### src/design/text_encoding_and_art_sniffer_core_defines.svh
// Assertion helpers shared by the sniffer core.
`ifndef TEXT_ENCODING_AND_ART_SNIFFER_CORE_DEFINES_SVH
`define TEXT_ENCODING_AND_ART_SNIFFER_CORE_DEFINES_SVH

// Condition implies a property in the same cycle.
`define TES_ASSERT_NOW(label, cond, prop, msg) \
   label: assert property (@(posedge clock) disable iff (reset) (cond) |-> (prop)) \
      else $error(msg);

// Condition implies a property in the following cycle.
`define TES_ASSERT_NEXT(label, cond, prop, msg) \
   label: assert property (@(posedge clock) disable iff (reset) (cond) |=> (prop)) \
      else $error(msg);

`endif

### src/design/tes_pkg.sv
package tes_pkg;

   // Sizing of the sampled window and of the glyph counters.
   localparam int SAMPLE_LIMIT = 4096;
   localparam int COUNTER_BITS = 32;
   localparam int LANE_W       = $clog2(SAMPLE_LIMIT + 1);
   localparam int CNT_W        = COUNTER_BITS;
   // A sum of up to three lane counts times one hundred.
   localparam int PCT_W        = LANE_W + 9;

   // Byte-order marks as they appear in the head word, first byte lowest.
   localparam logic [31:0] BOM_UTF32BE = 32'hfffe0000;
   localparam logic [31:0] BOM_UTF32LE = 32'h0000feff;
   localparam logic [15:0] BOM_UTF16LE = 16'hfeff;
   localparam logic [15:0] BOM_UTF16BE = 16'hfffe;
   localparam logic [23:0] BOM_UTF8    = 24'hbfbbef;

   typedef enum logic [2:0] {
      ENC_UTF32BE = 3'd0,
      ENC_UTF32LE = 3'd1,
      ENC_UTF16LE = 3'd2,
      ENC_UTF16BE = 3'd3,
      ENC_UTF8    = 3'd4,
      ENC_CP437   = 3'd5,
      ENC_LATIN1  = 3'd6,
      ENC_CP1252  = 3'd7
   } enc_type;

   typedef enum logic [1:0] {
      ART_PLAIN = 2'd0,
      ART_PC    = 2'd1,
      ART_AMIGA = 2'd2
   } art_type;

   // One input item as held in the input register.
   typedef struct packed {
      logic [7:0] data_byte;
      logic       end_mark;
      logic       no_byte;
   } item_type;

   // Everything the decision needs about a finished buffer.
   typedef struct packed {
      logic [LANE_W-1:0]           count;
      logic [31:0]                 head;
      logic [3:0][LANE_W-1:0]      lane_zeros;
      logic [CNT_W-1:0]            block_count;
      logic [CNT_W-1:0]            topaz_count;
      logic [CNT_W-1:0]            vertical_count;
      logic [CNT_W-1:0]            corner_count;
      logic                        pair_ge2;
      logic                        line_seen;
      logic                        utf8_ok;
   } snap_type;

endpackage

### src/design/tes_track.sv
module tes_track (
   input  logic              clock,
   input  logic              reset,
   input  logic              item_valid,
   input  tes_pkg::item_type item,
   input  logic              snap_take,
   output logic              snap_valid,
   output tes_pkg::snap_type snap
);
   import tes_pkg::*;

   // Per-buffer state.
   logic [LANE_W-1:0]      count_ff, count_in;
   logic [31:0]            head_ff, head_in;
   logic [3:0][LANE_W-1:0] lanes_ff, lanes_in;
   logic [CNT_W-1:0]       block_ff, block_in;
   logic [CNT_W-1:0]       pair_ff, pair_in;
   logic [CNT_W-1:0]       topaz_ff, topaz_in;
   logic [CNT_W-1:0]       line_ff, line_in;
   logic [CNT_W-1:0]       vert_ff, vert_in;
   logic [CNT_W-1:0]       corner_ff, corner_in;
   logic                   run_odd_ff, run_odd_in;
   logic [1:0]             line_run_ff, line_run_in;
   logic [1:0]             pending_ff, pending_in;
   logic [7:0]             lo_ff, lo_in;
   logic [7:0]             hi_ff, hi_in;
   logic                   failed_ff, failed_in;

   logic                   snap_valid_ff;
   snap_type               snap_ff, snap_in;
   logic [7:0]             b;
   logic                   last_item;

   function automatic logic [CNT_W-1:0] sat_inc(input logic [CNT_W-1:0] c);
      sat_inc = (&c) ? c : c + CNT_W'(1);
   endfunction

   function automatic logic is_block(input logic [7:0] v);
      is_block = (v >= 8'hb0 && v <= 8'hb2) || (v >= 8'hdb && v <= 8'hdf);
   endfunction

   function automatic logic is_topaz(input logic [7:0] v);
      is_topaz = v == 8'haf || v == 8'ha6 || v == 8'hac || v == 8'hd8 || v == 8'hc6;
   endfunction

   function automatic logic is_corner(input logic [7:0] v);
      is_corner = v == 8'hda || v == 8'hbf || v == 8'hc0 || v == 8'hd9
               || v == 8'hc9 || v == 8'hbb || v == 8'hc8 || v == 8'hbc;
   endfunction

   assign b         = item.data_byte;
   assign last_item = item_valid && item.end_mark;

   // Next state for one byte.
   always_comb begin
      count_in    = count_ff;
      head_in     = head_ff;
      lanes_in    = lanes_ff;
      block_in    = block_ff;
      pair_in     = pair_ff;
      topaz_in    = topaz_ff;
      line_in     = line_ff;
      vert_in     = vert_ff;
      corner_in   = corner_ff;
      run_odd_in  = run_odd_ff;
      line_run_in = line_run_ff;
      pending_in  = pending_ff;
      lo_in       = lo_ff;
      hi_in       = hi_ff;
      failed_in   = failed_ff;
      if (!item.no_byte) begin
         // Head bytes, zero lanes and the saturating byte count.
         if (count_ff < LANE_W'(4)) begin
            head_in = head_ff | (32'(b) << {count_ff[1:0], 3'b000});
         end
         if (count_ff < LANE_W'(SAMPLE_LIMIT)) begin
            count_in = count_ff + LANE_W'(1);
            if (b == 8'h00) begin
               lanes_in[count_ff[1:0]] = lanes_ff[count_ff[1:0]] + LANE_W'(1);
            end
         end

         // Block glyphs and pairs of them.
         if (is_block(b)) begin
            block_in = sat_inc(block_ff);
            if (run_odd_ff) begin
               pair_in = sat_inc(pair_ff);
            end
            run_odd_in = !run_odd_ff;
         end else begin
            run_odd_in = 1'b0;
         end

         if (is_topaz(b)) begin
            topaz_in = sat_inc(topaz_ff);
         end

         // A line counts once its run reaches two glyphs.
         if (b == 8'hc4 || b == 8'hcd) begin
            if (line_run_ff < 2'd2) begin
               line_run_in = line_run_ff + 2'd1;
               if (line_run_ff == 2'd1) begin
                  line_in = sat_inc(line_ff);
               end
            end
         end else begin
            line_run_in = 2'd0;
         end

         if (b == 8'hb3 || b == 8'hba) begin
            vert_in = sat_inc(vert_ff);
         end
         if (is_corner(b)) begin
            corner_in = sat_inc(corner_ff);
         end

         // Strict UTF-8 validation; NUL counts as a failure.
         if (pending_ff != 2'd0) begin
            if (b >= lo_ff && b <= hi_ff) begin
               pending_in = pending_ff - 2'd1;
            end else begin
               failed_in  = 1'b1;
               pending_in = 2'd0;
            end
            lo_in = 8'h80;
            hi_in = 8'hbf;
         end else if (b == 8'h00) begin
            failed_in = 1'b1;
         end else if (b[7]) begin
            priority if (b >= 8'hc2 && b <= 8'hdf) begin
               pending_in = 2'd1;
               lo_in = 8'h80;
               hi_in = 8'hbf;
            end else if (b == 8'he0) begin
               pending_in = 2'd2;
               lo_in = 8'ha0;
               hi_in = 8'hbf;
            end else if (b == 8'hed) begin
               pending_in = 2'd2;
               lo_in = 8'h80;
               hi_in = 8'h9f;
            end else if (b >= 8'he1 && b <= 8'hef) begin
               pending_in = 2'd2;
               lo_in = 8'h80;
               hi_in = 8'hbf;
            end else if (b == 8'hf0) begin
               pending_in = 2'd3;
               lo_in = 8'h90;
               hi_in = 8'hbf;
            end else if (b >= 8'hf1 && b <= 8'hf3) begin
               pending_in = 2'd3;
               lo_in = 8'h80;
               hi_in = 8'hbf;
            end else if (b == 8'hf4) begin
               pending_in = 2'd3;
               lo_in = 8'h80;
               hi_in = 8'h8f;
            end else begin
               failed_in = 1'b1;
            end
         end
      end
   end

   // Summary of the buffer including the last byte.
   always_comb begin
      snap_in.count          = count_in;
      snap_in.head           = head_in;
      snap_in.lane_zeros     = lanes_in;
      snap_in.block_count    = block_in;
      snap_in.topaz_count    = topaz_in;
      snap_in.vertical_count = vert_in;
      snap_in.corner_count   = corner_in;
      snap_in.pair_ge2       = pair_in >= CNT_W'(2);
      snap_in.line_seen      = line_in != '0;
      snap_in.utf8_ok        = !failed_in && pending_in == 2'd0;
   end

   // State registers: cleared at reset and after the last item of a buffer.
   always_ff @(posedge clock) begin
      if (reset || last_item) begin
         count_ff    <= '0;
         head_ff     <= '0;
         lanes_ff    <= '0;
         block_ff    <= '0;
         pair_ff     <= '0;
         topaz_ff    <= '0;
         line_ff     <= '0;
         vert_ff     <= '0;
         corner_ff   <= '0;
         run_odd_ff  <= 1'b0;
         line_run_ff <= 2'd0;
         pending_ff  <= 2'd0;
         lo_ff       <= 8'h80;
         hi_ff       <= 8'hbf;
         failed_ff   <= 1'b0;
      end else if (item_valid) begin
         count_ff    <= count_in;
         head_ff     <= head_in;
         lanes_ff    <= lanes_in;
         block_ff    <= block_in;
         pair_ff     <= pair_in;
         topaz_ff    <= topaz_in;
         line_ff     <= line_in;
         vert_ff     <= vert_in;
         corner_ff   <= corner_in;
         run_odd_ff  <= run_odd_in;
         line_run_ff <= line_run_in;
         pending_ff  <= pending_in;
         lo_ff       <= lo_in;
         hi_ff       <= hi_in;
         failed_ff   <= failed_in;
      end
   end

   // Summary register handed to the decision stage.
   always_ff @(posedge clock) begin
      if (reset) begin
         snap_valid_ff <= 1'b0;
      end else if (last_item) begin
         snap_valid_ff <= 1'b1;
      end else if (snap_take) begin
         snap_valid_ff <= 1'b0;
      end
   end

   always_ff @(posedge clock) begin
      if (last_item) begin
         snap_ff <= snap_in;
      end
   end

   assign snap_valid = snap_valid_ff;
   assign snap       = snap_ff;

endmodule

### src/design/tes_decide.sv
module tes_decide (
   input  logic              clock,
   input  logic              reset,
   input  logic              art_detect,
   input  logic              snap_valid,
   input  tes_pkg::snap_type snap,
   input  logic              rsp_stall,
   output logic              snap_take,
   output logic              rsp_valid,
   output logic [2:0]        rsp_encoding_code,
   output logic [1:0]        rsp_art_class
);
   import tes_pkg::*;

   logic                rsp_valid_ff;
   logic [2:0]          enc_ff;
   logic [1:0]          art_ff;
   logic                rsp_free;

   logic [CNT_W:0]      topaz2;
   logic [CNT_W+1:0]    glyph_sum;
   logic                art_pc;
   art_type             art;
   enc_type             enc;

   logic [PCT_W-1:0]    s_pct65, s_pct35, s_pct5;
   logic [PCT_W-1:0]    z0_pct, z3_pct, z123_pct, z012_pct, z13_pct, z02_pct;
   logic [LANE_W-1:0]   z0, z1, z2, z3;

   assign z0 = snap.lane_zeros[0];
   assign z1 = snap.lane_zeros[1];
   assign z2 = snap.lane_zeros[2];
   assign z3 = snap.lane_zeros[3];

   // Lane percentages as constant multiplies.
   assign s_pct65  = PCT_W'(snap.count) * PCT_W'(65);
   assign s_pct35  = PCT_W'(snap.count) * PCT_W'(35);
   assign s_pct5   = PCT_W'(snap.count) * PCT_W'(5);
   assign z0_pct   = PCT_W'(z0) * PCT_W'(100);
   assign z3_pct   = PCT_W'(z3) * PCT_W'(100);
   assign z123_pct = (PCT_W'(z1) + PCT_W'(z2) + PCT_W'(z3)) * PCT_W'(100);
   assign z012_pct = (PCT_W'(z0) + PCT_W'(z1) + PCT_W'(z2)) * PCT_W'(100);
   assign z13_pct  = (PCT_W'(z1) + PCT_W'(z3)) * PCT_W'(100);
   assign z02_pct  = (PCT_W'(z0) + PCT_W'(z2)) * PCT_W'(100);

   // Art class from the glyph counts.
   assign topaz2    = {snap.topaz_count, 1'b0};
   assign glyph_sum = (CNT_W+2)'(snap.block_count) + (CNT_W+2)'(snap.vertical_count)
                    + (CNT_W+2)'(snap.corner_count);
   assign art_pc = (snap.block_count >= CNT_W'(6) && snap.pair_ge2
                    && (CNT_W+1)'(snap.block_count) > topaz2)
                || (snap.line_seen && snap.corner_count >= CNT_W'(2)
                    && glyph_sum > (CNT_W+2)'(topaz2));

   always_comb begin
      if (!art_detect) begin
         art = ART_PLAIN;
      end else if (art_pc) begin
         art = ART_PC;
      end else if (snap.topaz_count >= CNT_W'(3)) begin
         art = ART_AMIGA;
      end else begin
         art = ART_PLAIN;
      end
   end

   // Encoding: byte-order marks, then zero lanes, then UTF-8, then art.
   always_comb begin
      priority if (snap.count >= LANE_W'(4) && snap.head == BOM_UTF32BE) begin
         enc = ENC_UTF32BE;
      end else if (snap.count >= LANE_W'(4) && snap.head == BOM_UTF32LE) begin
         enc = ENC_UTF32LE;
      end else if (snap.count >= LANE_W'(2) && snap.head[15:0] == BOM_UTF16LE) begin
         enc = ENC_UTF16LE;
      end else if (snap.count >= LANE_W'(2) && snap.head[15:0] == BOM_UTF16BE) begin
         enc = ENC_UTF16BE;
      end else if (snap.count >= LANE_W'(3) && snap.head[23:0] == BOM_UTF8) begin
         enc = ENC_UTF8;
      end else if (snap.count >= LANE_W'(8) && z123_pct > s_pct65 && z0_pct < s_pct5) begin
         enc = ENC_UTF32LE;
      end else if (snap.count >= LANE_W'(8) && z012_pct > s_pct65 && z3_pct < s_pct5) begin
         enc = ENC_UTF32BE;
      end else if (snap.count >= LANE_W'(4) && z13_pct > s_pct35 && z02_pct < s_pct5) begin
         enc = ENC_UTF16LE;
      end else if (snap.count >= LANE_W'(4) && z02_pct > s_pct35 && z13_pct < s_pct5) begin
         enc = ENC_UTF16BE;
      end else if (snap.utf8_ok) begin
         enc = ENC_UTF8;
      end else if (art == ART_PC) begin
         enc = ENC_CP437;
      end else if (art == ART_AMIGA) begin
         enc = ENC_LATIN1;
      end else begin
         enc = ENC_CP1252;
      end
   end

   // Result register.
   assign rsp_free  = !rsp_valid_ff || !rsp_stall;
   assign snap_take = snap_valid && rsp_free;

   always_ff @(posedge clock) begin
      if (reset) begin
         rsp_valid_ff <= 1'b0;
      end else if (rsp_free) begin
         rsp_valid_ff <= snap_valid;
      end
   end

   always_ff @(posedge clock) begin
      if (snap_take) begin
         enc_ff <= enc;
         art_ff <= art;
      end
   end

   assign rsp_valid         = rsp_valid_ff;
   assign rsp_encoding_code = enc_ff;
   assign rsp_art_class     = art_ff;

endmodule

### src/design/text_encoding_and_art_sniffer_core.sv
// Channel   Direction  Handshake              Payload
// req_      in         req_valid, req_stall   req_data_byte, req_end_mark, req_no_byte
// rsp_      out        rsp_valid, rsp_stall   rsp_encoding_code, rsp_art_class
// csr_      in         csr_write_enable       csr_write_data (art detection enable)
//
// One item per cycle is taken while req_stall is low.
// The stages are input register, byte update with summary register, and result register.
// A last item waits while the summary register is full and its result is stalled.
// Synchronous reset clears all buffer state and sets art detection on; no clearing pass.
// Only end_mark items produce a result; items with no byte and no end mark are dropped.
`include "text_encoding_and_art_sniffer_core_defines.svh"

module text_encoding_and_art_sniffer_core (
   input  logic       clock,
   input  logic       reset,
   input  logic       req_valid,
   output logic       req_stall,
   input  logic [7:0] req_data_byte,
   input  logic       req_end_mark,
   input  logic       req_no_byte,
   output logic       rsp_valid,
   input  logic       rsp_stall,
   output logic [2:0] rsp_encoding_code,
   output logic [1:0] rsp_art_class,
   input  logic       csr_write_enable,
   input  logic       csr_write_data
);
   import tes_pkg::*;

   logic     in_valid_ff;
   item_type in_item_ff;
   logic     blocked;
   logic     proc;
   logic     art_detect_ff;
   logic     snap_valid;
   logic     snap_take;
   snap_type snap;

   // Art detection enable.
   always_ff @(posedge clock) begin
      if (reset) begin
         art_detect_ff <= 1'b1;
      end else if (csr_write_enable) begin
         art_detect_ff <= csr_write_data;
      end
   end

   // A last item holds only while the summary register stays full this cycle.
   assign blocked   = in_valid_ff && in_item_ff.end_mark && snap_valid && !snap_take;
   assign proc      = in_valid_ff && !blocked;
   assign req_stall = blocked;

   // Input register.
   always_ff @(posedge clock) begin
      if (reset) begin
         in_valid_ff <= 1'b0;
      end else if (!blocked) begin
         in_valid_ff <= req_valid;
      end
   end

   always_ff @(posedge clock) begin
      if (req_valid && !blocked) begin
         in_item_ff.data_byte <= req_data_byte;
         in_item_ff.end_mark  <= req_end_mark;
         in_item_ff.no_byte   <= req_no_byte;
      end
   end

   tes_track u_track (
      .clock      (clock),
      .reset      (reset),
      .item_valid (proc),
      .item       (in_item_ff),
      .snap_take  (snap_take),
      .snap_valid (snap_valid),
      .snap       (snap)
   );

   tes_decide u_decide (
      .clock             (clock),
      .reset             (reset),
      .art_detect        (art_detect_ff),
      .snap_valid        (snap_valid),
      .snap              (snap),
      .rsp_stall         (rsp_stall),
      .snap_take         (snap_take),
      .rsp_valid         (rsp_valid),
      .rsp_encoding_code (rsp_encoding_code),
      .rsp_art_class     (rsp_art_class)
   );

   // A pending summary is never overwritten by a new last item.
   `TES_ASSERT_NOW(a_snap_kept, snap_valid && !snap_take, !(proc && in_item_ff.end_mark), "summary overwritten")
   // A summary handed on shows up as a result in the next cycle.
   `TES_ASSERT_NEXT(a_take_shows, snap_take, rsp_valid, "taken summary lost")
   // The CP437 fallback agrees with the PC art class.
   `TES_ASSERT_NOW(a_cp437_pc, rsp_valid && rsp_encoding_code == ENC_CP437, rsp_art_class == ART_PC, "CP437 without PC art")

endmodule

### config.mk
export PLATFORM = sky130hd
export DESIGN_NAME = text_encoding_and_art_sniffer_core
export DESIGN_NICKNAME = d
export VERILOG_FILES = /design/src/design/tes_pkg.sv /design/src/design/tes_track.sv /design/src/design/tes_decide.sv /design/src/design/text_encoding_and_art_sniffer_core.sv
export VERILOG_INCLUDE_DIRS = /design/src /design/src/design
export SDC_FILE = /design/constraint.sdc
export NUM_CORES = 2
export LEC_CHECK = 0
export BUFFER_PORTS_ARGS = -buffer_cell sky130_fd_sc_hd__buf_2
export CORE_MARGIN = 2
export CORE_UTILIZATION = 35
export CTS_CLUSTER_SIZE = 24
export DETAILED_ROUTE_END_ITERATION = 10
export GPL_ROUTABILITY_DRIVEN = 0
export SETUP_SLACK_MARGIN = 0.4
export SLEW_MARGIN = 20
export SYNTH_ARGS = -nofsm -noshare
export SYNTH_HDL_FRONTEND = slang
export SYNTH_SLANG_ARGS = --single-unit
### constraint.sdc
create_clock -name clock -period 42.8 [get_ports clock]
set_input_delay 8.56 -clock clock [delete_from_list [all_inputs] [get_ports clock]]
set_output_delay 8.56 -clock clock [all_outputs]
set_load 0.02 [all_outputs]
== After elaboration in Yosys (flattened, before gate mapping) ==
Cells that the tools add are included.

* Flip-flop bits (word level): 558
* Memories: 0
* Output and inout port bits: 7
* Memory bits (read-only): 0
* Latch bits: 0
* Input port bits: 16
* Word-level logic and storage cells: 306
* RAM bits: 0

* Reductions and logical operators: 73
* Divide/modulo/power cells: 0
* Shifts and indexed selects: 1
* Order comparisons: 34
* Muxes and demuxes: 96
* Eq/ne operators: 31
* $mul: 9
* Bitwise operators: 2
* Add/sub/neg operators: 18

{| class="wikitable"
|+ Operator list
! kind !! count
|-
| $mux W32 || 23
|-
| $add A32 B1 Y32 const B || 6
|-
| $reduce_and A32 Y1 || 6
|-
| $eq A8 B8 Y1 const B || 21
|-
| $mux W8 || 20
|-
| $mux W52 || 3
|-
| $ge A32 B2 Y1 const B || 3
|-
| $mul A22 B5 Y20 const B || 4
|-
| $add A13 B13 Y14 || 4
|-
| $bwmux W52 || 1
|-
| $mux W13 || 4
|-
| $add A22 B13 Y22 || 2
|-
| $gt A22 B19 Y1 || 2
|-
| $gt A22 B20 Y1 || 2
|-
| $lt A22 B16 Y1 || 2
|-
| $ge A8 B8 Y1 const B || 5
|-
| $lt A20 B16 Y1 || 2
|-
| $mux W2 || 19
|-
| $mul A13 B5 Y18 const B || 2
|-
| $add A34 B32 Y34 || 1
|-
| $gt A34 B33 Y1 || 1
|-
| $add A32 B32 Y33 || 1
|-
| $gt A32 B33 Y1 || 1
|-
| $eq A16 B16 Y1 const B || 2
|-
| 45 further kinds || 127
|}

== Longest topological paths before layout ==
* Depth after elaboration: 19
* Gate-level depth with buffers: 41
* Mapped depth without buffers: 41

== Cells and area by module ==
Synthesis repeated with hierarchy kept, for this count alone.

* Cells, all modules: 5,075
* Area, all modules: 46,211.8 um^2

{| class="wikitable"
|+ By module, submodules not included
! module !! times used !! sequential area each (um^2) !! cells an instance !! area each (um^2)
|-
| tes_track || 1 || 12,852.3 || 2,560 || 25,333.0
|-
| tes_decide || 1 || 170.2 || 2,493 || 20,467.1
|-
| text_encoding_and_art_sniffer_core || 1 || 340.3 || 22 || 411.6
|}

== Worst setup path before layout ==
No wires, ideal clock.

* Kind: input -> register
* Start point: input rsp_stall
* End point: register u_track.corner_ff[0]
* Path slack: 22.639 ns
* Library setup time: 0.128 ns
* Buffers on the path: 3
* Stages: 7
* Required time: 42.672 ns
* Data arrival time: 20.034 ns
* Cells stage by stage: and3_1 nor2_1 or2_2 clkbuf_1 clkbuf_1 clkbuf_1 nor2_1

* Cells in the longest elaborated chain, start to end: 9

{| class="wikitable"
|+ RTL lines
! element !! RTL line !! text
|-
| start, declared || text_encoding_and_art_sniffer_core.sv:22 || <nowiki>input logic rsp_stall,</nowiki>
|-
| $logic_not A1 Y1 || tes_decide.sv:99 || <nowiki>assign rsp_free = !rsp_valid_ff || !rsp_stall;</nowiki>
|-
| $logic_or A1 B1 Y1 || tes_decide.sv:99 ||
|-
| $logic_and A1 B1 Y1 || tes_decide.sv:100 || <nowiki>assign snap_take = snap_valid && rsp_free;</nowiki>
|-
| $logic_not A1 Y1 || text_encoding_and_art_sniffer_core.sv:49 || <nowiki>assign blocked = in_valid_ff && in_item_ff.end_mark && snap_valid && !snap_take;</nowiki>
|-
| $logic_and A1 B1 Y1 || text_encoding_and_art_sniffer_core.sv:49 ||
|-
| $logic_not A1 Y1 || text_encoding_and_art_sniffer_core.sv:50 || <nowiki>assign proc = in_valid_ff && !blocked;</nowiki>
|-
| $logic_and A1 B1 Y1 || text_encoding_and_art_sniffer_core.sv:50 ||
|-
| $logic_and A1 B1 Y1 || tes_track.sv:52 || <nowiki>assign last_item = item_valid && item.end_mark;</nowiki>
|-
| net u_track.last_item || tes_track.sv:32 || <nowiki>logic last_item;</nowiki>
|-
| $logic_or A1 B1 Y1 || tes_track.sv:181 || <nowiki>if (reset || last_item) begin</nowiki>
|-
| end signal, assigned || tes_track.sv:206 || <nowiki>corner_ff <= corner_in;</nowiki>
|-
| end, declared || tes_track.sv:21 || <nowiki>logic [CNT_W-1:0] corner_ff, corner_in;</nowiki>
|}

The timed path passes the listed nets, and every way through them passes these cells.
A chain may end at the register's enable or synchronous reset.

== Worst setup path in the final report ==
* Start point: input rsp_stall
* End point: output req_stall

* Cells in the longest elaborated chain, start to end: 5

{| class="wikitable"
|+ RTL lines
! element !! RTL line !! text
|-
| $logic_not A1 Y1 || tes_decide.sv:99 ||
|-
| $logic_or A1 B1 Y1 || tes_decide.sv:99 ||
|-
| $logic_and A1 B1 Y1 || tes_decide.sv:100 ||
|-
| $logic_not A1 Y1 || text_encoding_and_art_sniffer_core.sv:49 ||
|-
| $logic_and A1 B1 Y1 || text_encoding_and_art_sniffer_core.sv:49 ||
|-
| end, declared || text_encoding_and_art_sniffer_core.sv:17 || <nowiki>output logic req_stall,</nowiki>
|}

No other way between the ends.

==> reports/qor.yml <==
synth_cell_types: 94
endpoint_kind: "output port"
drive_gt1_share_pct: 4.09
pwr_density_cell_nw_per_um2: 56.9
clock_sinks: 546
timing.critical_path.slowest_stage_cell: "nor2_1"
register_bit_total_from_synthesis: 546
post-place-cells: 6850
run_status: "complete, no violations"
first_pass_grt_wire_length_um: 186000
finalHoldWorstSlack_ps: 469
chipWidth_um: 367
floorplan.core_area_um2: 131000
post-cts-setup-buffers: 0
timing.critical_path.required_ps: 34240
postSynthNetCount: 6010
finalWirelength_um: 116000
post-route-period-util_pct: 41.5
setup_tns_ps: 0
cts-root-buf: "clkbuf_16"
synth.yosys.seq_area_share_pct: 29.0
worstHoldPathType: "flop to flop"
asyncSetResetFlopFracSynth_pct: 0
synth_area_um2: 46100
synthesis.yosys.warnings: 0
clk_latency_ps: 650
cts_hold_repair.buffers: 0
critical_path.max_fanout: 4
worst_path_most_repeated_cell: "buf_2"
most_frequent_cells_after_synthesis: "725 x ha_1, 464 x nor2_1, 448 x inv_1"
fp-row-count: 133
post-place-ws_ps: 25060
numPortBuffers: 22
post-route-worst-setup-slack_ps: 25040
crit_path_cell_chain: "buf_2 -> nand3_1 -> nor2_1 -> buf_2"
post-synth-top-count-cell: "ha_1"
number_of_flops_mapped_to_enable_cells_by_yosys: 243
initial_core_utilization_pct: 35.2
synthesis.instances: 5196
synth_area_leaders: "ha_1 20%, edfxtp_1 16%, dfxtp_1 13%"
finClkSkew_ps: 37.6
cts_resized: 0
worstSetupPathType: "input pin to output port"
cts.htree.levels: 2
detailed_place_hpwl_um: 90200
setup_viol: 0
count_of_boundary_i_o_pins: 23
finalWorstPathRequiredPeriod_ps: 17760
synth.top_cell.area_share_pct: 19.7
tritoncts: "yes"
route.antenna.remaining_nets: 0
hold_viol: 0
worst-slew-pin-transition_ps: 1080
startpoint_type: "input pin"
die_height_um: 367
clkTransAtPathRegs_ps: 60
grt_max_degree: 164
design.final.nets: 5971
timing.reg2reg.setup_slack_ps: 33120
p_leak_uw: 0.0213
grt_usage_pct: 16.8
slew_headroom_pct: 27.6
grt_antenna_before_repair: 2
finalPower_uw: 2850
synth_flop_cell: "dfxtp_1"
grt_overflow_total: 0
detail_route.vias_per_cell: 5.25
post-route-drc-count: 0
worst_ep_arrival_ps: 9200
ir_drop_mv: 0.0473
syn_avg_cell_area_um2: 8.87
syn2layout_area_growth_pct: 8.53
cts.path.max_buffers: 3
cp_slowest_stage_delay_ps: 220
post-synth-top-area-cell: "ha_1"
drtPass1Iterations: 6
via_count_of_the_first_global_routing_pass: 35000
maxCapViolCount: 0
routed-via-count: 36500
tritoncts.num_buffers: 60
report.final.slew_viol_count: 0
dr.first_iter.drc_count: 1990
avgRoutedWirePerCell_um: 16.6
layout.cells.non_filler: 6965
grt_setup_unrepaired: "false"
maxClockFrequency_mhz: 56.3
design.die.area_um2: 135000
## critical path, delay by kind of cell
kind,cells,cell delay [ps]
simple gates,2,320
buf+inv,2,320
## cells in the final DEF (no fill, tap or decap), types with 73 or more instances in the layout
master,synthesis,routed
nand3_1,173,173
a21o_1,123,123
a21oi_1,298,298
edfxtp_1,243,243
nor2_1,464,462
dfxtp_1,303,303
xor2_1,243,243
nand2_1,421,420
o21ai_0,220,220
nand4_1,104,104
fa_1,73,73
xnor2_1,303,303
inv_1,448,448
nor3_1,113,113
ha_1,725,725
## layer usage
| layer | GRT usage (%) | wire length [um] | vias up |
|---|---|---|---|
| li1 | - | - | 18400 |
| met1 | 22.2 | 54000 | 17400 |
| met2 | 28.8 | 54800 | 592 |
| met3 | 1.51 | 3730 | 160 |
| met4 | 5.07 | 3320 | 0 |
| met5 | 0 | 0 | - |
## state kept, by name, summed over array words and instances (netlist names), 2 cells and up
register                    cells
u_track.snap                  228
u_track.lanes_ff               52
u_track.block_ff               32
u_track.corner_ff              32
u_track.head_ff                32
u_track.line_ff                32
u_track.pair_ff                32
u_track.topaz_ff               32
u_track.vert_ff                32
u_track.count_ff               13
in_item_ff                     10
u_decide.rsp_encoding_code      3
u_decide.rsp_art_class          2
u_track.hi_ff                   2
u_track.line_run_ff             2
u_track.lo_ff                   2
u_track.pending_ff              2
## per-stage QoR
step / instance area (um^2) / utilization [%]
after floorplan: 46100 / -
after global placement: 48100 / 36.7
after detailed placement: 48100 / 36.7
after CTS: 50000 / 38.2
after global routing: 50000 / 38.2
final: 50000 / 38.2
## report_power, final
| part | internal [uW] | switching (uW) | leakage (uW) | total [uW] |
|---|---|---|---|---|
| Clock | 290 | 216 | 0.000969 | 507 |
| Sequential | 556 | 18.6 | 0.00446 | 575 |
| Combinational | 742 | 1030 | 0.0158 | 1770 |
## worst paths after layout
kind                                                      end                               from  depth (start not counted)
hold reg to reg             u_track.lanes_ff[20]$_SDFFE_PP0P_  u_track.lanes_ff[20]$_SDFFE_PP0P_                          2
setup / recovery                                    req_stall                          rsp_stall                          4
hold / removal              u_track.lanes_ff[20]$_SDFFE_PP0P_  u_track.lanes_ff[20]$_SDFFE_PP0P_                          2
setup reg to reg  u_decide.rsp_encoding_code[1]$_SDFFCE_PP0P_        u_track.snap[131]$_DFFE_PP_                         39
## cells by family after synthesis
| family | count (synthesis) | synth area share (%) |
|---|---|---|
| compound gates | 1029 | 14.5 |
| xor+xnor | 546 | 10.4 |
| fa+ha+maj | 798 | 22.8 |
| buf+inv | 596 | 4.91 |
| flops | 546 | 29.0 |
| mux | 32 | 1.09 |
| simple gates | 1649 | 17.3 |
## area by class of cell
| type | count | area [um^2] |
|---|---|---|
| Clock inverter | 30 | 228 |
| Multi-Input combinational cell | 4054 | 30500 |
| Clock buffer | 84 | 1740 |
| Antenna cell | 1 | 2.50 |
| Sequential cell | 546 | 13400 |
| Fill cell | 13300 | 81100 |
| Timing Repair Buffer | 47 | 323 |
| Tap cell | 1755 | 2200 |
| Inverter | 448 | 1680 |
(Power assumes the default switching activity.)
